**config.mk**
```make
export PLATFORM = sky130hd
export DESIGN_NAME = bcpc_front_flat
export DESIGN_NICKNAME = d
export VERILOG_FILES = /design/src/rtl/bayes_cpt_probability_combiner_macros.svh /design/src/rtl/bcpc_pkg.sv /design/src/rtl/bcpc_if.sv /design/src/rtl/bcpc_front.sv /design/src/flat_wrapper.sv
export SDC_FILE = /design/constraint.sdc
export NUM_CORES = 1
export LEC_CHECK = 0
export BUFFER_PORTS_ARGS = -buffer_cell sky130_fd_sc_hd__clkbuf_2
export CORE_ASPECT_RATIO = 0.5
export CORE_MARGIN = 8
export CORE_UTILIZATION = 43
export DETAILED_ROUTE_END_ITERATION = 16
export PLACE_DENSITY = 0.89
export SETUP_SLACK_MARGIN = 0.1
export SLEW_MARGIN = 20
export SYNTH_ARGS = -nofsm -noshare
export SYNTH_HDL_FRONTEND = slang
export SYNTH_SLANG_ARGS = --single-unit
```
**constraint.sdc**
```tcl
create_clock -name clock -period 2.3 [get_ports clock]
set_input_delay 0.46 -clock clock [delete_from_list [all_inputs] [get_ports clock]]
set_output_delay 0.46 -clock clock [all_outputs]
set_load 0.005 [all_outputs]
```
**src/rtl/bayes_cpt_probability_combiner_macros.svh**
```systemverilog
// ----------------------------------------------------------------------------
// Bayes CPT combiner assertion macros
// Concurrent assertion wrappers, empty when SYNTHESIS is defined.
// ----------------------------------------------------------------------------
`ifndef BAYES_CPT_PROBABILITY_COMBINER_MACROS_SVH
`define BAYES_CPT_PROBABILITY_COMBINER_MACROS_SVH

`ifndef SYNTHESIS

`define BCPC_ASSERT_IMP(label, clk, rst, prop, msg) \
   label: assert property (@(posedge clk) disable iff (rst) prop) else $error(msg);

`define BCPC_ASSERT_NXT(label, clk, rst, ante, cons, msg) \
   label: assert property (@(posedge clk) disable iff (rst) ante |=> cons) else $error(msg);

`else

`define BCPC_ASSERT_IMP(label, clk, rst, prop, msg)

`define BCPC_ASSERT_NXT(label, clk, rst, ante, cons, msg)

`endif

`endif

```
**src/rtl/bcpc_pkg.sv**
```systemverilog
// ----------------------------------------------------------------------------
// bcpc_pkg
// Shared types, widths and helpers of the Bayes CPT probability combiner.
// ----------------------------------------------------------------------------
`default_nettype none

package bcpc_pkg;

   localparam int PROB_W      = 8;
   localparam int PCT_W       = 7;
   localparam int ENTRY_W     = 8;
   localparam int PAIR_W      = 14;
   localparam int KSUM_W      = 22;
   localparam int KQ_W        = 8;
   localparam int MSUM_W      = 14;
   localparam int TABLE_MAX   = 32;
   localparam int TABLE_WORDS = 4;
   localparam int KERNELS     = 8;
   localparam int QUEUE_DEPTH = 4;
   localparam int QPTR_W      = 2;
   localparam int QCNT_W      = 3;
   localparam int CSR_INDEX_W = 3;
   localparam int CSR_DATA_W  = 64;
   localparam int PCOUNT_W    = 3;

   localparam logic [PCOUNT_W-1:0] RESET_PARENT_COUNT = 3'd5;

   typedef logic [PCT_W-1:0] pct_type;
   typedef logic [TABLE_MAX-1:0][ENTRY_W-1:0] table_type;
   typedef logic [TABLE_WORDS-1:0][CSR_DATA_W-1:0] table_words_type;

   typedef enum logic [1:0] {
      PARENTS_2,
      PARENTS_3,
      PARENTS_4,
      PARENTS_5
   } parents_type;

   typedef enum logic [CSR_INDEX_W-1:0] {
      CSR_PARENT_COUNT = 3'd0,
      CSR_TABLE_0      = 3'd1,
      CSR_TABLE_1      = 3'd2,
      CSR_TABLE_2      = 3'd3,
      CSR_TABLE_3      = 3'd4
   } csr_index_type;

   typedef struct packed {
      pct_type     prob_a;
      pct_type     prob_b;
      pct_type     prob_c;
      pct_type     prob_d;
      pct_type     prob_e;
      parents_type parents;
   } work_type;

   typedef struct packed {
      logic full;
      logic empty;
   } qstat_type;

   function automatic pct_type clamp_pct(input logic [PROB_W-1:0] v, input pct_type full);
      clamp_pct = (v > PROB_W'(full)) ? full : v[PCT_W-1:0];
   endfunction

   function automatic logic [MSUM_W-1:0] mix_sum(input pct_type lo, input pct_type hi,
                                                 input pct_type p, input pct_type full);
      mix_sum = MSUM_W'(lo) * MSUM_W'(full - p) + MSUM_W'(hi) * MSUM_W'(p)
              + MSUM_W'(full >> 1);
   endfunction

endpackage

`default_nettype wire

```
**src/rtl/bcpc_if.sv**
```systemverilog
// ----------------------------------------------------------------------------
// bcpc channel interfaces
// Request, response and register write channels with valid/ready handshake.
// ----------------------------------------------------------------------------
`default_nettype none

interface bcpc_req_if
   import bcpc_pkg::*;
();
   logic              valid;
   logic              ready;
   logic [PROB_W-1:0] prob_a;
   logic [PROB_W-1:0] prob_b;
   logic [PROB_W-1:0] prob_c;
   logic [PROB_W-1:0] prob_d;
   logic [PROB_W-1:0] prob_e;

   modport source (output valid, prob_a, prob_b, prob_c, prob_d, prob_e, input ready);
   modport sink (input valid, prob_a, prob_b, prob_c, prob_d, prob_e, output ready);
endinterface


`default_nettype wire

```
**src/rtl/bcpc_front.sv**
```systemverilog
// ----------------------------------------------------------------------------
// bcpc_front
// Accepts request items, clamps probabilities, classifies the parent count.
// ----------------------------------------------------------------------------
`default_nettype none

module bcpc_front
   import bcpc_pkg::*;
#(
   parameter int PERCENT_FULL = 100
) (
   input  wire logic                clock,
   input  wire logic                reset,
   bcpc_req_if.sink                 req_if,
   input  wire logic [PCOUNT_W-1:0] parent_count,
   input  wire qstat_type           qstat,
   output logic                     push,
   output work_type                 work
);

   localparam pct_type FULL = pct_type'(PERCENT_FULL);

   logic     front_valid_ff, front_valid_in;
   work_type work_ff, work_in;
   work_type classified;
   logic     accept;

   assign push          = front_valid_ff && !qstat.full;
   assign req_if.ready  = !front_valid_ff || !qstat.full;
   assign accept        = req_if.valid && req_if.ready;
   assign work          = work_ff;

   always_comb begin
      classified.prob_a = clamp_pct(req_if.prob_a, FULL);
      classified.prob_b = clamp_pct(req_if.prob_b, FULL);
      classified.prob_c = clamp_pct(req_if.prob_c, FULL);
      classified.prob_d = clamp_pct(req_if.prob_d, FULL);
      classified.prob_e = clamp_pct(req_if.prob_e, FULL);
      if (parent_count inside {[3'd0:3'd2]}) begin
         classified.parents = PARENTS_2;
      end else if (parent_count == 3'd3) begin
         classified.parents = PARENTS_3;
      end else if (parent_count == 3'd4) begin
         classified.parents = PARENTS_4;
      end else begin
         classified.parents = PARENTS_5;
      end
   end

   always_comb begin
      front_valid_in = front_valid_ff;
      work_in        = work_ff;
      if (accept) begin
         front_valid_in = 1'b1;
         work_in        = classified;
      end else if (push) begin
         front_valid_in = 1'b0;
      end
   end

   always_ff @(posedge clock) begin
      if (reset) begin
         front_valid_ff <= 1'b0;
      end else begin
         front_valid_ff <= front_valid_in;
      end
   end

   always_ff @(posedge clock) begin
      work_ff <= work_in;
   end

endmodule

`default_nettype wire

```
**src/flat_wrapper.sv**
```systemverilog
// flat-port wrapper written by rule: the top's interface ports become plain ports
module bcpc_front_flat import bcpc_pkg::*;
#(
   parameter int PERCENT_FULL = 100
)
  (clock, reset, parent_count, qstat, push, work, req_if_valid, req_if_prob_a, req_if_prob_b, req_if_prob_c, req_if_prob_d, req_if_prob_e, req_if_ready);
  bcpc_req_if req_if_i ();
  input  wire logic clock;
  input  wire logic reset;
  input  wire logic [PCOUNT_W-1:0] parent_count;
  input  wire qstat_type qstat;
  output logic push;
  output work_type work;
  input wire logic [$bits(req_if_i.valid)-1:0] req_if_valid;
  input wire logic [$bits(req_if_i.prob_a)-1:0] req_if_prob_a;
  input wire logic [$bits(req_if_i.prob_b)-1:0] req_if_prob_b;
  input wire logic [$bits(req_if_i.prob_c)-1:0] req_if_prob_c;
  input wire logic [$bits(req_if_i.prob_d)-1:0] req_if_prob_d;
  input wire logic [$bits(req_if_i.prob_e)-1:0] req_if_prob_e;
  output wire logic [$bits(req_if_i.ready)-1:0] req_if_ready;
  assign req_if_i.valid = req_if_valid;
  assign req_if_i.prob_a = req_if_prob_a;
  assign req_if_i.prob_b = req_if_prob_b;
  assign req_if_i.prob_c = req_if_prob_c;
  assign req_if_i.prob_d = req_if_prob_d;
  assign req_if_i.prob_e = req_if_prob_e;
  assign req_if_ready = req_if_i.ready;
  bcpc_front #(.PERCENT_FULL(PERCENT_FULL)) u_core (.clock(clock), .reset(reset), .req_if(req_if_i), .parent_count(parent_count), .qstat(qstat), .push(push), .work(work));
endmodule
```
Word-level counts from Yosys, hierarchy flattened. Cells that the tools add are included.

Register bits after elaboration: 38. Output and inout port bits: 39.

$lt $le $gt $ge: 7. Mux-type cells: 4. Reduce and logical (&&, ||, !) cells: 8. Equality and inequality tests: 2.

Operators by type and width (number): 8-bit by 7-bit greater-than comparator with 1-bit output, second input constant (5); 1-bit two-way mux (4); 3-bit by 2-bit equality test with 1-bit output, second input constant (1); 3-bit equality test, second input constant (1); 3-bit by 1-bit >= comparator with 1-bit output, second input constant (1); 3-bit by 2-bit <= comparator with 1-bit output, second input constant (1); 1-bit logical AND (3); 1-bit zero test (2); 2-bit nonzero test (1); 2-bit OR reduction (1); 1-bit logical OR (1).

Logic depth before layout (Yosys ltp).
Word-level depth: 4. Gate-level depth with buffers: 2. Depth with buffers taken out: 2.

Least setup slack after synthesis. No wires, ideal clock.

Kind: input to register. Start: input qstat[1] in the netlist's numbering. End: register u_core.work_ff (netlist bit u_core.work[0]) (enable). Stages: 2. Data arrival time: 1.461 ns. Setup slack: 0.441 ns. Path buffers: 0. Cell sequence: nand2_1 and2_1.

Word-level cells in the longest chain between the ends: 3.

RTL lines: start: declaration (line flat_wrapper.sv:11) `input wire qstat_type qstat;`; 1-bit zero test (line bcpc_front.sv:29) `assign req_if.ready = !front_valid_ff || !qstat.full;`; 1-bit logical OR (line bcpc_front.sv:29); 1-bit logical AND (line bcpc_front.sv:30) `assign accept = req_if.valid && req_if.ready;`; named net u_core.accept (line bcpc_front.sv:26) `logic accept;`; end signal: assignment (line bcpc_front.sv:70) `work_ff <= work_in;`; end: declaration (line bcpc_front.sv:24) `work_type work_ff, work_in;`.

The timed path passes the listed nets, and every way through them passes these cells. A chain may end at the register's enable or synchronous reset.

Worst setup path after layout.
Start: register u_core.front_valid_ff. End: output push.

Word-level cells in the longest chain between the ends: 1.

RTL lines: start: declaration (line bcpc_front.sv:23) `logic front_valid_ff, front_valid_in;`; start signal: assignment (line bcpc_front.sv:65) `front_valid_ff <= front_valid_in;`; 1-bit logical AND (line bcpc_front.sv:28) `assign push = front_valid_ff && !qstat.full;`; end: declaration (line flat_wrapper.sv:12) `output logic push;`.

No other way between the ends.

==> run metrics <==
GRT Util Overall 0.128; outcome completed; Unique masters post-synth 14; Area growth, synth to finish 38.2%; Comb pwr share 0.113; largest cells by area after synthesis edfxtp_1 73%, nor3b_1 4.9%, or2_2 4.1%; drt initial violations 31; initial antenna violation count 0; worst slew pin tran between 0.4 and 0.5 ns; critical path cell sequence nor2b_1, clkbuf_2; Pwr per Cell Area 690 nW/um^2; synth warn 0; Hold Crit Depth 2; ANT cells 0; share of layout cells above drive strength 1 0.554; worst hold start reset; CTS Buf Count 5; Hold-fix buffers, CTS 0; die height 58.1 um; fmax 0.750 GHz; number of global-route vias before repair approximately 1200; setup TNS 0 ns; EDFF count, synth 37; Min-Delay Endpoint u_core.front_valid_ff; Slew Limit Fails 0; post-CTS resize count 0; Pleak 0.895 nW; core footprint about 3400 um^2; mapped cell area 1530 um^2; Yosys top cell area share 0.728; R2R Setup Slk 1.04 ns; Overflow after GRT 0; Slew HR 0.695; unrepaired setup endpoints after global routing no; power share of the sequential group 0.563; multi-input logic area 392 um^2; Die Footprint 5830 um^2; reg2reg path depth 3; Worst Clk Skew approximately 0.0046 ns; row cnt 15; synthesized instance count 100; largest net degree at the start of global routing 38; reg2reg start u_core.front_valid_ff; area leader, netlist edfxtp_1; Internal Pwr Total 1.14 mW; Critical Path Start Type flip-flop; Worst Path Required 1.84 ns; fill count 293; final hold vios 0; Setup CP Type flip-flop to output port; max cap viols 0; critical path's top delay family flip-flops; DR WL/cell approximately 15 um; top cells by count, synth 37 x edfxtp_1, 10 x nor3b_1, 10 x or2_2; Final Net Count 240; Vias/cell 4.66; Post-Route WL 3610 um; Clock Latency Late Sink between 0.2 and 0.3 ns; DRC 0; first-pass GRT wire length 5710 um; worst hold slack roughly 0.32 ns; top_reg_cell synth edfxtp_1; Clock Sinks 38; # H-tree levels 2; Clk pwr share 0.323; syn avg cell area 15.3 um^2; Clock Path Buffers 2; fin crit share 0.580; DR vias 1138; Final Critical Period approximately 1.3 ns; IO Pins 87; Async SR Flop Fraction 0; Psw 0.319 mW; CP endpoint kind output port; reg2reg end u_core.work[35]; synthesized net count 148; CTS tree built; FF/Latch Area around 1100 um^2; HPWL Detailed just under 3000 um; clock-pin slew on the worst setup and hold paths about 0.070 ns; register area share after synthesis 0.741; worst-path fanout max 3; Switching Share 0.219; Slowest-stage cell, CP dfxtp_1; Yosys reg bits 38; Worst path max stage delay roughly 0.34 ns; Post-DRT Antenna Nets 0; most common cell in the netlist edfxtp_1; clock root buffer clkbuf_8; WP data arrival 0.87 ns; Die X 100 um; Final setup viols 0; Setup Fix Bufs, Post-CTS 0; HP Class primary input to flip-flop; Buf/Inv on CP 1; number of detailed-route iterations in the first pass 4; Max VDD drop roughly 0.26 mV; gpl congestion 0.758; number of buffers added on ports 85; Initial Utilization 0.447
stage by stage:
step	worst slack (ns)	area, um^2	util	total power, mW	cells
after floorplan	0.441	1530	-	0.894	100
after global placement	0.805	2020	0.591	0.994	236
after detailed placement	0.760	2020	0.591	1.00	236
after CTS	0.946	2110	0.618	1.47	244
after global routing	0.887	2110	0.618	1.51	244
final	0.967	2110	0.618	1.46	244
area by class of cell:
cell class	instances	share of cell area
Sequential cell	38	0.536
Timing Repair Buffer	86	0.205
Multi-Input combinational cell	61	0.186
Clock buffer	8	0.0427
Tap cell	51	0.0302
state kept, by name (all words and copies together), names as in the netlist:
register	count
u_core.front_valid_ff	1
u_core.work	37
logic make-up after synthesis:
| family | count (synthesis) | synth area share |
|---|---|---|
| compound gates | 16 | 0.0771 |
| fa+ha+maj | 1 | 0.00656 |
| buf+inv | 1 | 0.00246 |
| flops | 38 | 0.741 |
| simple gates | 44 | 0.173 |
power by group through the flow:
stage / Combinational (mW) / Clock, mW / Sequential, mW
after CTS: 0.169 / 0.483 / 0.821
after global routing: 0.182 / 0.508 / 0.824
final: 0.165 / 0.471 / 0.820
after global placement: 0.161 / 0 / 0.834
after floorplan: 0.0518 / 0 / 0.842
after detailed placement: 0.168 / 0 / 0.836
worst max-delay path by stage:
stage / from / end / slack (ns) / cells after the start
2_1_floorplan: qstat[1] / u_core.work[0] / 0.44 / 2
3_3_place_gp: qstat[1] / u_core.work[14] / 0.80 / 4
3_5_place_dp: qstat[1] / u_core.work[14] / 0.76 / 4
4_1_cts: u_core.front_valid_ff / push / 0.95 / 2
5_1_grt: u_core.front_valid_ff / push / 0.89 / 2
6_report: u_core.front_valid_ff / push / 0.97 / 2
cell usage in the layout, fill, tap and decap left out:
cell	netlist	layout
nor3b_1	10	10
clkbuf_1	1	2
a21oi_1	6	6
maj3_1	1	1
buf_4	0	1
o211ai_1	5	5
clkbuf_8	0	6
dfxtp_1	1	1
nor2b_1	1	1
and2_1	6	6
or2_2	10	10
nor2_1	6	6
clkbuf_2	0	85
o311a_1	5	5
edfxtp_1	37	37
and2_2	5	5
nand2_1	6	6
layer usage:
layer | part of all wire | track usage | up-vias | wire length, um
met5 | 0 | 0 | - | 0
met4 | 0.022 | 0.0702 | 0 | 80
met3 | 0.045 | 0.0418 | 10 | 163
met2 | 0.62 | 0.255 | 24 | 2240
met1 | 0.31 | 0.113 | 542 | 1130
li1 | - | - | 562 | -
No activity file was read; power rests on OpenSTA's default activity.
