`config.mk`:
```
export PLATFORM = sky130hd
export DESIGN_NAME = bcpc_queue
export DESIGN_NICKNAME = d
export VERILOG_FILES = /design/src/rtl/bcpc_pkg.sv /design/src/rtl/bcpc_queue.sv
export VERILOG_INCLUDE_DIRS = /design/src /design/src/rtl
export SDC_FILE = /design/constraint.sdc
export NUM_CORES = 1
export LEC_CHECK = 0
export BUFFER_PORTS_ARGS = -buffer_cell sky130_fd_sc_hd__buf_2
export CAP_MARGIN = 30
export CORE_MARGIN = 1.5
export CORE_UTILIZATION = 26
export DETAILED_ROUTE_END_ITERATION = 12
export GPL_TIMING_DRIVEN = 0
export SYNTH_ARGS = -nofsm -noshare
export SYNTH_HDL_FRONTEND = slang
export SYNTH_SLANG_ARGS = --single-unit
```
`constraint.sdc`:
```
create_clock -name clock -period 2.1 [get_ports clock]
set_clock_uncertainty 0.15 [all_clocks]
set_input_delay 0.42 -clock clock [delete_from_list [all_inputs] [get_ports clock]]
set_output_delay 0.42 -clock clock [all_outputs]
set_load 0.05 [all_outputs]
```
`src/rtl/bayes_cpt_probability_combiner_macros.svh`:
```
// ----------------------------------------------------------------------------
// Bayes CPT combiner assertion macros
// Concurrent assertion wrappers, empty when SYNTHESIS is defined.
// ----------------------------------------------------------------------------
`ifndef BAYES_CPT_PROBABILITY_COMBINER_MACROS_SVH
`define BAYES_CPT_PROBABILITY_COMBINER_MACROS_SVH

`ifndef SYNTHESIS

`define BCPC_ASSERT_IMP(label, clk, rst, prop, msg) \
   label: assert property (@(posedge clk) disable iff (rst) prop) else $error(msg);

`define BCPC_ASSERT_NXT(label, clk, rst, ante, cons, msg) \
   label: assert property (@(posedge clk) disable iff (rst) ante |=> cons) else $error(msg);

`else

`define BCPC_ASSERT_IMP(label, clk, rst, prop, msg)

`define BCPC_ASSERT_NXT(label, clk, rst, ante, cons, msg)

`endif

`endif

```
`src/rtl/bcpc_pkg.sv`:
```
// ----------------------------------------------------------------------------
// bcpc_pkg
// Shared types, widths and helpers of the Bayes CPT probability combiner.
// ----------------------------------------------------------------------------
`default_nettype none

package bcpc_pkg;

   localparam int PROB_W      = 8;
   localparam int PCT_W       = 7;
   localparam int ENTRY_W     = 8;
   localparam int PAIR_W      = 14;
   localparam int KSUM_W      = 22;
   localparam int KQ_W        = 8;
   localparam int MSUM_W      = 14;
   localparam int TABLE_MAX   = 32;
   localparam int TABLE_WORDS = 4;
   localparam int KERNELS     = 8;
   localparam int QUEUE_DEPTH = 4;
   localparam int QPTR_W      = 2;
   localparam int QCNT_W      = 3;
   localparam int CSR_INDEX_W = 3;
   localparam int CSR_DATA_W  = 64;
   localparam int PCOUNT_W    = 3;

   localparam logic [PCOUNT_W-1:0] RESET_PARENT_COUNT = 3'd5;

   typedef logic [PCT_W-1:0] pct_type;
   typedef logic [TABLE_MAX-1:0][ENTRY_W-1:0] table_type;
   typedef logic [TABLE_WORDS-1:0][CSR_DATA_W-1:0] table_words_type;

   typedef enum logic [1:0] {
      PARENTS_2,
      PARENTS_3,
      PARENTS_4,
      PARENTS_5
   } parents_type;

   typedef enum logic [CSR_INDEX_W-1:0] {
      CSR_PARENT_COUNT = 3'd0,
      CSR_TABLE_0      = 3'd1,
      CSR_TABLE_1      = 3'd2,
      CSR_TABLE_2      = 3'd3,
      CSR_TABLE_3      = 3'd4
   } csr_index_type;

   typedef struct packed {
      pct_type     prob_a;
      pct_type     prob_b;
      pct_type     prob_c;
      pct_type     prob_d;
      pct_type     prob_e;
      parents_type parents;
   } work_type;

   typedef struct packed {
      logic full;
      logic empty;
   } qstat_type;

   function automatic pct_type clamp_pct(input logic [PROB_W-1:0] v, input pct_type full);
      clamp_pct = (v > PROB_W'(full)) ? full : v[PCT_W-1:0];
   endfunction

   function automatic logic [MSUM_W-1:0] mix_sum(input pct_type lo, input pct_type hi,
                                                 input pct_type p, input pct_type full);
      mix_sum = MSUM_W'(lo) * MSUM_W'(full - p) + MSUM_W'(hi) * MSUM_W'(p)
              + MSUM_W'(full >> 1);
   endfunction

endpackage

`default_nettype wire

```
`src/rtl/bcpc_queue.sv`:
```
// ----------------------------------------------------------------------------
// bcpc_queue
// Short item queue between the front and the arithmetic back end.
// ----------------------------------------------------------------------------
`default_nettype none

`include "bayes_cpt_probability_combiner_macros.svh"

module bcpc_queue
   import bcpc_pkg::*;
(
   input  wire logic     clock,
   input  wire logic     reset,
   input  wire logic     push,
   input  wire work_type push_data,
   input  wire logic     pop,
   output work_type      pop_data,
   output qstat_type     qstat
);

   work_type            mem_ff [QUEUE_DEPTH];
   logic [QPTR_W-1:0]   wr_ptr_ff, wr_ptr_in;
   logic [QPTR_W-1:0]   rd_ptr_ff, rd_ptr_in;
   logic [QCNT_W-1:0]   count_ff, count_in;

   assign pop_data    = mem_ff[rd_ptr_ff];
   assign qstat.full  = (count_ff == QCNT_W'(QUEUE_DEPTH));
   assign qstat.empty = (count_ff == '0);

   always_comb begin
      wr_ptr_in = push ? wr_ptr_ff + 1'b1 : wr_ptr_ff;
      rd_ptr_in = pop ? rd_ptr_ff + 1'b1 : rd_ptr_ff;
      count_in  = count_ff;
      if (push && !pop) begin
         count_in = count_ff + 1'b1;
      end else if (pop && !push) begin
         count_in = count_ff - 1'b1;
      end
   end

   always_ff @(posedge clock) begin
      if (reset) begin
         wr_ptr_ff <= '0;
         rd_ptr_ff <= '0;
         count_ff  <= '0;
      end else begin
         wr_ptr_ff <= wr_ptr_in;
         rd_ptr_ff <= rd_ptr_in;
         count_ff  <= count_in;
      end
   end

   always_ff @(posedge clock) begin
      if (push) begin
         mem_ff[wr_ptr_ff] <= push_data;
      end
   end

   `BCPC_ASSERT_IMP(a_push_not_full, clock, reset, push |-> (count_ff != QCNT_W'(QUEUE_DEPTH)), "push into full queue")
   `BCPC_ASSERT_IMP(a_pop_not_empty, clock, reset, pop |-> (count_ff != '0), "pop from empty queue")
   `BCPC_ASSERT_NXT(a_count_up, clock, reset, (push && !pop), (count_ff == $past(count_ff) + 1'b1), "queue count did not advance")

endmodule

`default_nettype wire

```
* After elaboration in Yosys (flattened, before gate mapping) *
Memories as Yosys holds them, arrays and structs flattened. A register that Yosys moved wholly into a read port is not among the register bits.
Cells that the tools add are included.
W data, S select, Z words.

storage, ports and cells
  bits in registers = 7
  memory bits (writable) = 148
  bits of input ports = 41
  word-level logic and storage cells = 21
  memories = 1

memories
  name    depth  bits a word  read ports  clocked after Yosys merged registers in  write ports  line              RTL
  mem_ff  4      37           1           1                                        1            bcpc_queue.sv:21  work_type mem_ff [QUEUE_DEPTH];

operators by class
  add/subtract/negate cells = 4
  equality and inequality tests = 1
  muxes and demuxes = 6
  reduce and logical (&&, ||, !) cells = 6

operators by type and width
  kind                   count
  $mux W3                2
  $add A2 B1 Y2 const B  2
  $mux W2                2
  $add A3 B1 Y3 const B  1
  $eq A3 B3 Y1 const B   1
  $logic_not A3 Y1       1
  $sub A3 B1 Y3 const B  1
  $logic_and A1 B1 Y1    2
  $logic_not A1 Y1       2
  $mux W1                2
  $reduce_bool A2 Y1     1

* Depth between registers and ports, before layout *
Gate-level depths: netlist of the first run.

  depth after elaboration = 4
  mapped depth = 7
  gate-level depth less buffers = 7

* Worst setup path before layout of the first run *
OpenSTA, ideal clock, no wires.

  kind = register -> output
  from = reg count_ff[1]
  to = out qstat[1] in the netlist's numbering
  data arrival time = 1,502 ps
  required time = 1,530 ps
  path slack = 28 ps
  cell stages (with the launch flop) = 2
  buffers on the path = 0
  cells stage by stage = dfxtp_1 nor3b_1

RTL lines
  item                      line              RTL
  start: declaration        bcpc_queue.sv:24  logic [QCNT_W-1:0] count_ff, count_in;
  start signal: assignment  bcpc_queue.sv:49  count_ff <= count_in;
  end: declaration          bcpc_queue.sv:18  output qstat_type qstat

==> impl_metrics.tcl, run 1 <==
set metrics [dict create \
    num_vias 2625 \
    rsz0062_at_grt "yes" \
    dr.pass1.iters 4 \
    peakVddDrop_mv 0.4143 \
    synth.distinct_cells 23 \
    grt_use_total 0.09950 \
    cts_tree "built" \
    antenna_found_initial 0 \
    yosys_warnings 0 \
    grt_max_degree 27 \
    required_ps 1530 \
    vias_per_cell 4.140 \
    synthFlopType "edfxtp_1" \
    slew_headroom 0.7273 \
    worst_pin_slew_ps 409.1 \
    cts_max_path_buffers 2 \
    dp_cells 599 \
    worstPathArrival_ps 1770 \
    rows 54 \
    clock.fmax_mhz 426.5 \
    power_uw 7987 \
    clkLatencyLatePin_ps 420 \
    pwr-share-seq 0.455 \
    coreArea_mm2 0.02189 \
    top_layer_used "met4" \
    finalWorstSetupSlack_ps -244.8 \
    synth_area_leader_cell "edfxtp_1" \
    violations "setup timing" \
    cts_buffers 17 \
    num_io_pins 80 \
    cap_violations 0 \
    crit_path_end_kind "output pin" \
    powerDensity_mw_per_mm2 1064 \
    yosysMostFrequentCell "edfxtp_1" \
    yosys_register_bits 157 \
    final.min_clock_period_ps 2345 \
    totalWireLength_mm 10.72 \
    die-area_mm2 0.02331 \
    final_nets 388 \
    antenna_cells 0 \
    fin_cells 634 \
    async_flop_share 0 \
    avgRoutedWirePerCell_um 16.91 \
    synth-seq-area-share 0.7940 \
    switching_share 0.2630 \
    setup_viol 37 \
    io_buffers 78 \
    start_util 0.2661 \
    grt_pass1_vias 2988 \
    ant_nets 0 \
    syn_inst 237 \
    crit_family "multiplexers" \
    post_synth.cell_area_avg_um2 24.58 \
    crit_type "reg -> out" \
    p_clk_frac 0.386 \
    synth_edf_count 148 \
    grt_pass1_wl_mm 16.86 \
    cts_root_buf "clkbuf_16" \
    area_growth_pct 28.94 \
    syn_area_mm2 0.005824 \
    drive_gt1_frac 0.4689 \
    netlist.area_leader.share 0.7631 \
    wl_met3_um 390 \
    maxSlewViolCount 0 \
    critPathMostFrequentCell "buf_12" \
    comb_power_share 0.159 \
    hold_path.class "in -> reg" \
    crit_fanout 10 \
    dpl.hpwl_mm 6.821 \
    fp.dieW_um 152.7 \
    drt-initial-drc-count 90 \
    synth_area_leaders "edfxtp_1 (76%), mux4_2 (12%), mux4_1 (3.2%), dfxtp_1 (3.1%), ha_1 (1.1%)" \
    critical-path-max-stage-delay_ps 530 \
    start_kind "flip-flop" \
    wl_met2_mm 5.780 \
    wl_met1_mm 4.396 \
    period_share 1.117 \
    crit_buf_inv 3 \
    whs_ps 64.19 \
    critPathSlowestCell "mux4_2" \
    globalplace.congestion 0.6970 \
    path_clk_slew_ps 70 \
    synthTopCellsByCount "edfxtp_1 (148), mux4_2 (30), dfxtp_1 (9)" \
    intPower_uw 5886 \
    cts.sink_count 157 \
    drc 0 \
    finalHoldViolCount 0 \
    worstPathCellList "buf_12 -> buf_12 -> mux4_2 -> buf_6" \
    finalInstanceArea_mm2 0.007510 \
    die-height_um 152.7 \
    leakagePower_uw 0.002548 \
    p_sw_uw 2101 \
    cts_max_level 4 \
    grt_overflow_total 0 \
    status "finished with violations" \
    placed_area_mm2 0.006650 \
    syn-num-nets 284 \
]
-- metal layers --
layer	vias up	track usage
met2	64	0.1727
met1	1360	0.1100
li1	1194	-
met3	7	0.03214
met4	0	0.04808
met5	-	0
-- kinds of logic (layout without fill, tap and decap cells) --
group,after synthesis,count (layout),share of synthesized area
adder cells (fa/ha/maj),6,6,0.01418
XOR/XNOR,5,5,0.007520
AO/OA/AOI/OAI,2,2,0.001717
buffers and inverters,13,130,0.01890
multiplexers,39,39,0.1510
AND/OR/NAND/NOR,15,15,0.01267
flip-flops,157,157,0.7940
-- registers in the layout (all words and copies together) (netlist names), named ones only --
register,cells
mem_ff,148
count_ff,3
rd_ptr_ff,2
wr_ptr_ff,2
-- final cells by class --
class	instances	area (um^2)
tap	280	350.3
inverter	4	15.01
fill	2081	14380
clock buffer	17	425.4
buffer	9	113.9
sequential	157	4628
multi-input combinational	67	1069
timing repair buffer	85	732.0
clock inverter	15	176.4
-- placed cells by master, fill, tap and decap left out, types with 5 or more instances in the layout --
cell type / synthesis / layout
edfxtp_1: 148 / 148
buf_2: 3 / 41
mux4_2: 30 / 37
buf_6: 1 / 35
clkbuf_16: 0 / 17
buf_12: 3 / 8
dfxtp_1: 9 / 8
nor2_1: 7 / 7
buf_4: 0 / 6
ha_1: 5 / 5
inv_6: 0 / 5
-- per-stage QoR --
step / TNS, ps / util / setup WS (ps)
2_1_floorplan: 0 / - / 28.18
3_3_place_gp: -113460 / 0.2999 / -781.5
3_5_place_dp: -36.37 / 0.3038 / -21.51
4_1_cts: -10490 / 0.3449 / -317.3
5_1_grt: -10830 / 0.3431 / -326.6
6_report: -7930 / 0.3431 / -244.8
-- worst paths after layout --
check,startpoint,endpoint,slack (ps),cells after the start
worst max-delay path,flip-flop,pop_data[8],-240,4
worst min-delay path,push_data[24],mem_ff[2][24],60,1
worst max register to register,wr_ptr_ff[0],mem_ff[2][12],340,4
worst min register to register,count_ff[2],count_ff[2],370,2
-- power by group through the flow --
| stage | clock network (uW) | logic (uW) | registers, uW |
|---|---|---|---|
| final | 3080 | 1270 | 3630 |
| after global routing | 3310 | 1340 | 3650 |
| after CTS | 3190 | 1320 | 3640 |
| after detailed placement | 0 | 1110 | 3700 |
| after global placement | 0 | 1070 | 3700 |
| after floorplan | 0 | 806 | 3690 |
-- timing repair --
| item | 4_1_cts | 5_1_grt |
|---|---|---|
| gates resized for setup | 92 | 0 |
| setup endpoints to repair | 37 | 37 |
| hold buffers | 0 | 0 |
| buffers inserted | 3 | 1 |
| cloned | 1 | 0 |
(Power assumes the default switching activity.)
==> inputs of run 2 (changes only) <==
CELL_PAD_IN_SITES_DETAIL_PLACEMENT = 1   (was default)
CELL_PAD_IN_SITES_GLOBAL_PLACEMENT = 1   (was default)
GPL_TIMING_DRIVEN = default   (was 0)
PLACE_DENSITY_LB_ADDON = 0.1   (was default)
REMOVE_ABC_BUFFERS = 1   (was default)
==> run 2 against run 1 <==
  * Design area decreased by 0.58%
  * Combinational power about the same
  * Power decreased by 1.6%
  * Largest power group unchanged
  * The run still ends with setup timing left
  * Utilization decreased by 0.20 points
  * Cell count increased by 0.32%
  * Clock-buffer cell count increased by 1
  * Hold slack improved by 0.82 ps
  * Routed wire length increased by 14%
  * Critical path depth decreased by 1
  * Setup slack got worse by 24 ps
  * Sequential power about the same
  * Die area unchanged
==> impl_metrics.tcl, run 2 (synthesis results as in run 1) <==
set metrics [dict create \
    antenna_cells 0 \
    dpl.hpwl_mm 7.572 \
    wl_met3_um 415 \
    dp_slack_ps 35.70 \
    placed_area_mm2 0.006693 \
    final.min_clock_period_ps 2369 \
    largest-register "mem_ff" \
    finalInstanceArea_mm2 0.007466 \
    worst_pin_slew_ps 268.2 \
    required_ps 1530 \
    grt_max_degree 29 \
    status "finished with violations" \
    cts_max_level 4 \
    dr.pass1.iters 4 \
    drt-initial-drc-count 130 \
    worstPathArrival_ps 1800 \
    area_growth_pct 28.18 \
    cts_buffers 17 \
    layout_common_cells "edfxtp_1 (148), buf_2 (42), mux4_2 (35), buf_6 (27), buf_4 (19)" \
    drc 0 \
    p_sw_uw 2043 \
    maxSlewViolCount 0 \
    grt_use_total 0.1100 \
    p_clk_frac 0.378 \
    reg2reg_to "count_ff[2]" \
    start_util 0.2661 \
    top_layer_used "met5" \
    num_vias 2658 \
    cts_root_buf "clkbuf_16" \
    cts_tree "built" \
    fin_cells 636 \
    die-area_mm2 0.02331 \
    clock.fmax_mhz 422.2 \
    path_clk_slew_ps 70 \
    largest_register_ffs 148 \
    post_cts_buffers 0 \
    grt_pass1_wl_mm 18.51 \
    coreArea_mm2 0.02189 \
    io_buffers 79 \
    intPower_uw 5814 \
    hp-start "push_data[33]" \
    num_io_pins 80 \
    cts_hold_buf 0 \
    period_share 1.128 \
    r2r_slack_ps 450 \
    finalWorstSetupSlack_ps -268.8 \
    finalHoldViolCount 0 \
    vias_per_cell 4.179 \
    crit_end "pop_data[27]" \
    reg2reg_depth 4 \
    crit_type "reg -> out" \
    crit_fanout 6 \
    cap_violations 0 \
    rows 54 \
    setup_viol 37 \
    globalplace.congestion 0.6420 \
    cts.sink_count 157 \
    violations "setup timing" \
    start_kind "flip-flop" \
    cts_max_path_buffers 2 \
    fp.dieW_um 152.7 \
    antenna_found_initial 1 \
    drive_gt1_frac 0.4635 \
    dp_cells 603 \
    comb_power_share 0.158 \
    ant_nets 0 \
    final_nets 390 \
    switching_share 0.2600 \
    leakagePower_uw 0.002538 \
    totalWireLength_mm 12.20 \
    clkLatencyLatePin_ps 410 \
    crit_path_end_kind "output pin" \
    die-height_um 152.7 \
    avgRoutedWirePerCell_um 19.18 \
    top_regs "mem_ff (148), count_ff (3)" \
    powerDensity_mw_per_mm2 1052 \
    post-route-util 0.3410 \
    slew_headroom 0.8212 \
    regToRegStartpoint "count_ff[0]" \
    grt_pass1_vias 3072 \
    pwr-share-seq 0.464 \
    wl_met2_mm 6.244 \
    power_uw 7857 \
    hold_path.class "in -> reg" \
    wl_met1_mm 5.393 \
    rsz0062_at_grt "yes" \
    grt_overflow_total 0 \
    peakVddDrop_mv 0.5330 \
    final_common_cell "edfxtp_1" \
]
-- run 2: repair_timing --
item	4_1_cts	5_1_grt
setup endpoints to repair	37	37
cloned	0	1
hold endpoints to repair	0	0
gates resized for setup	67	2
-- run 2: worst min path at each step --
stage,to,slack (ps),cells after the start
3_3_place_gp,count_ff[2],340,2
2_1_floorplan,count_ff[2],310,2
4_1_cts,mem_ff[0][33],40,1
3_5_place_dp,count_ff[2],360,2
6_report,mem_ff[2][33],70,1
5_1_grt,mem_ff[0][34],50,1
-- run 2: per-layer routing --
layer	track usage	vias up
met5	0	-
met4	0.04258	2
met3	0.03470	9
met2	0.1838	51
met1	0.1326	1394
li1	-	1202
-- run 2: area by class of cell --
type	instances	area, um^2
fillers	2192	14430
flip-flops and latches	157	4629
multi-input cells	67	1076
repair buffers	96	822.0
clock buffers	18	429.2
well taps	280	350.3
clock inverters	14	143.9
inverters	4	15.01
-- run 2: through the flow --
| stage | hold slack [ps] | setup TNS (ps) |
|---|---|---|
| 2_1_floorplan | 310.3 | -32440 |
| 3_3_place_gp | 336.3 | 0 |
| 3_5_place_dp | 359.2 | 0 |
| 4_1_cts | 41.30 | -9318 |
| 5_1_grt | 45.16 | -10760 |
| 6_report | 65.01 | -7833 |
-- run 2: power groups by stage --
stage | Sequential, uW | Clock, uW | Combinational [uW]
floorplan | 3740 | 0 | 727
global placement | 3700 | 0 | 1120
global route | 3660 | 3190 | 1320
finish | 3650 | 2970 | 1240
CTS | 3650 | 3060 | 1260
detailed placement | 3710 | 0 | 1130
-- run 2: critical path: stages, from the launching register on --
cell,delay (ps)
dfxtp_4,450
buf_6,160
mux4_1,560
buf_4,210
==> inputs of run 3 (changes only) <==
RECOVER_POWER = 100   (was default)
==> run 3 against run 2 <==
  * The flow still finishes with violations (setup timing)
  * Critical endpoint unchanged
  * Power is 0.37% lower
  * Critical path depth stayed put
  * Global-route usage stayed put
  * Clock power hardly changed
==> impl_metrics.tcl, run 3 (synthesis results as in run 1) <==
set metrics [dict create \
    die-height_um 152.7 \
    leakagePower_uw 0.002414 \
    finalWorstSetupSlack_ps -271.5 \
    clock.fmax_mhz 421.7 \
    cts_max_path_buffers 2 \
    hold_path_depth 1 \
    antenna_cells 0 \
    status "finished with violations" \
    period_share 1.129 \
    num_vias 2671 \
    maxSlewViolCount 0 \
    top_regs "mem_ff (148), count_ff (3)" \
    crit_buf_inv 2 \
    finalInstanceArea_mm2 0.007348 \
    grt_max_degree 29 \
    num_io_pins 80 \
    cts_max_level 4 \
    die-area_mm2 0.02331 \
    regToRegStartpoint "wr_ptr_ff[0]" \
    coreArea_mm2 0.02189 \
    worst_pin_slew_ps 843.5 \
    grt_pass1_vias 3072 \
    powerDensity_mw_per_mm2 1065 \
    grt_use_total 0.1100 \
    critical-path-max-stage-delay_ps 560 \
    cts_root_buf "clkbuf_16" \
    critPathSlowestCell "mux4_1" \
    largest-register "mem_ff" \
    slew_headroom 0.4377 \
    cap_violations 0 \
    worstPathCellList "buf_6 -> mux4_1 -> buf_4" \
    whs_ps 107.6 \
    min_to "mem_ff[0][3]" \
    worstPathArrival_ps 1800 \
    vias_per_cell 4.200 \
    path_clk_slew_ps 60 \
    final.fill_count 2206 \
    r2r_slack_ps 170 \
    tns_ps -7918 \
    placed_area_mm2 0.006693 \
    violations "setup timing" \
    start_util 0.2661 \
    final_nets 390 \
    fp.dieW_um 152.7 \
    grt_overflow_total 0 \
    crit_type "reg -> out" \
    post-route-util 0.3357 \
    dp_cells 603 \
    ant_nets 0 \
    drc 0 \
    rows 54 \
    layout_common_cells "edfxtp_1 (148), clkbuf_1 (39), mux4_2 (35), buf_6 (27), clkbuf_16 (18)" \
    drive_gt1_frac 0.3567 \
    required_ps 1530 \
    globalplace.congestion 0.6420 \
    grt_pass1_wl_mm 18.51 \
    peakVddDrop_mv 0.5349 \
    hp-start "push_data[3]" \
    io_buffers 79 \
    crit_fanout 6 \
    cts.sink_count 157 \
    largest_register_ffs 148 \
    crit_path_end_kind "output pin" \
    setup_viol 37 \
    avgRoutedWirePerCell_um 19.16 \
    drt-initial-drc-count 126 \
    fin_cells 636 \
    finalHoldViolCount 0 \
    crit_family "multiplexers" \
    post_cts_buffers 0 \
    area_growth_pct 26.17 \
    final_common_cell "edfxtp_1" \
    cts_buffers 17 \
    dr.pass1.iters 4 \
    reg2reg_to "mem_ff[0][10]" \
    dpl.hpwl_mm 7.572 \
    cts_tree "built" \
    reg2reg_depth 4 \
    hold_path.class "in -> reg" \
    start_kind "flip-flop" \
    rsz0062_at_grt "yes" \
    totalWireLength_mm 12.18 \
    final.min_clock_period_ps 2371 \
    clkLatencyLatePin_ps 410 \
    antenna_found_initial 0 \
]
## run 3: cell count changes in the layout (fill, tap and decap cells not counted), sizes merged
cell and change:
buf -48, clkbuf +48
## run 3: timing repair
action                                  in CTS  in global routing
hold buffers                                 0                  0
endpoints found under the setup margin      37                 37
cloned                                       0                  1
gates resized for setup                     67                  2
## run 3: power breakdown
part           switching (uW)  internal, uW
registers                55.5          3590
clock network            1220          1750
logic                     763           447
total                    2040          5790
## run 3: cell type report
class,instances,area [um^2],area share
Multi-Input combinational cell,67,1076,0.1464
Sequential cell,157,4629,0.6300
Inverter,4,15.01,0.002043
Tap cell,280,350.3,0.04768
Clock buffer,18,429.2,0.05840
Timing Repair Buffer,96,704.4,0.09586
Clock inverter,14,143.9,0.01958
## run 3: how the worst max path moves through the flow
stage / start / to / cells past startpoint
floorplan: flip-flop / pop_data[23] / 1
global placement: flip-flop / pop_data[32] / 3
detailed placement: pop / count_ff[2] / 8
global route: flip-flop / pop_data[31] / 3
CTS: flip-flop / pop_data[35] / 3
finish: flip-flop / pop_data[27] / 3
## run 3: metrics by stage
step / setup WS, ps / total power (uW)
2_1_floorplan: -991.4 / 4462
3_3_place_gp: 90.09 / 4826
3_5_place_dp: 35.70 / 4841
4_1_cts: -306.0 / 7976
5_1_grt: -341.4 / 8139
6_report: -271.5 / 7828
## run 3: metal layers
metal	wire (um)	vias up	global-route usage
met4	130	0	0.04258
met3	440	7	0.03470
met2	6191	51	0.1838
met1	5422	1408	0.1326
li1	-	1205	-
met5	0	-	0
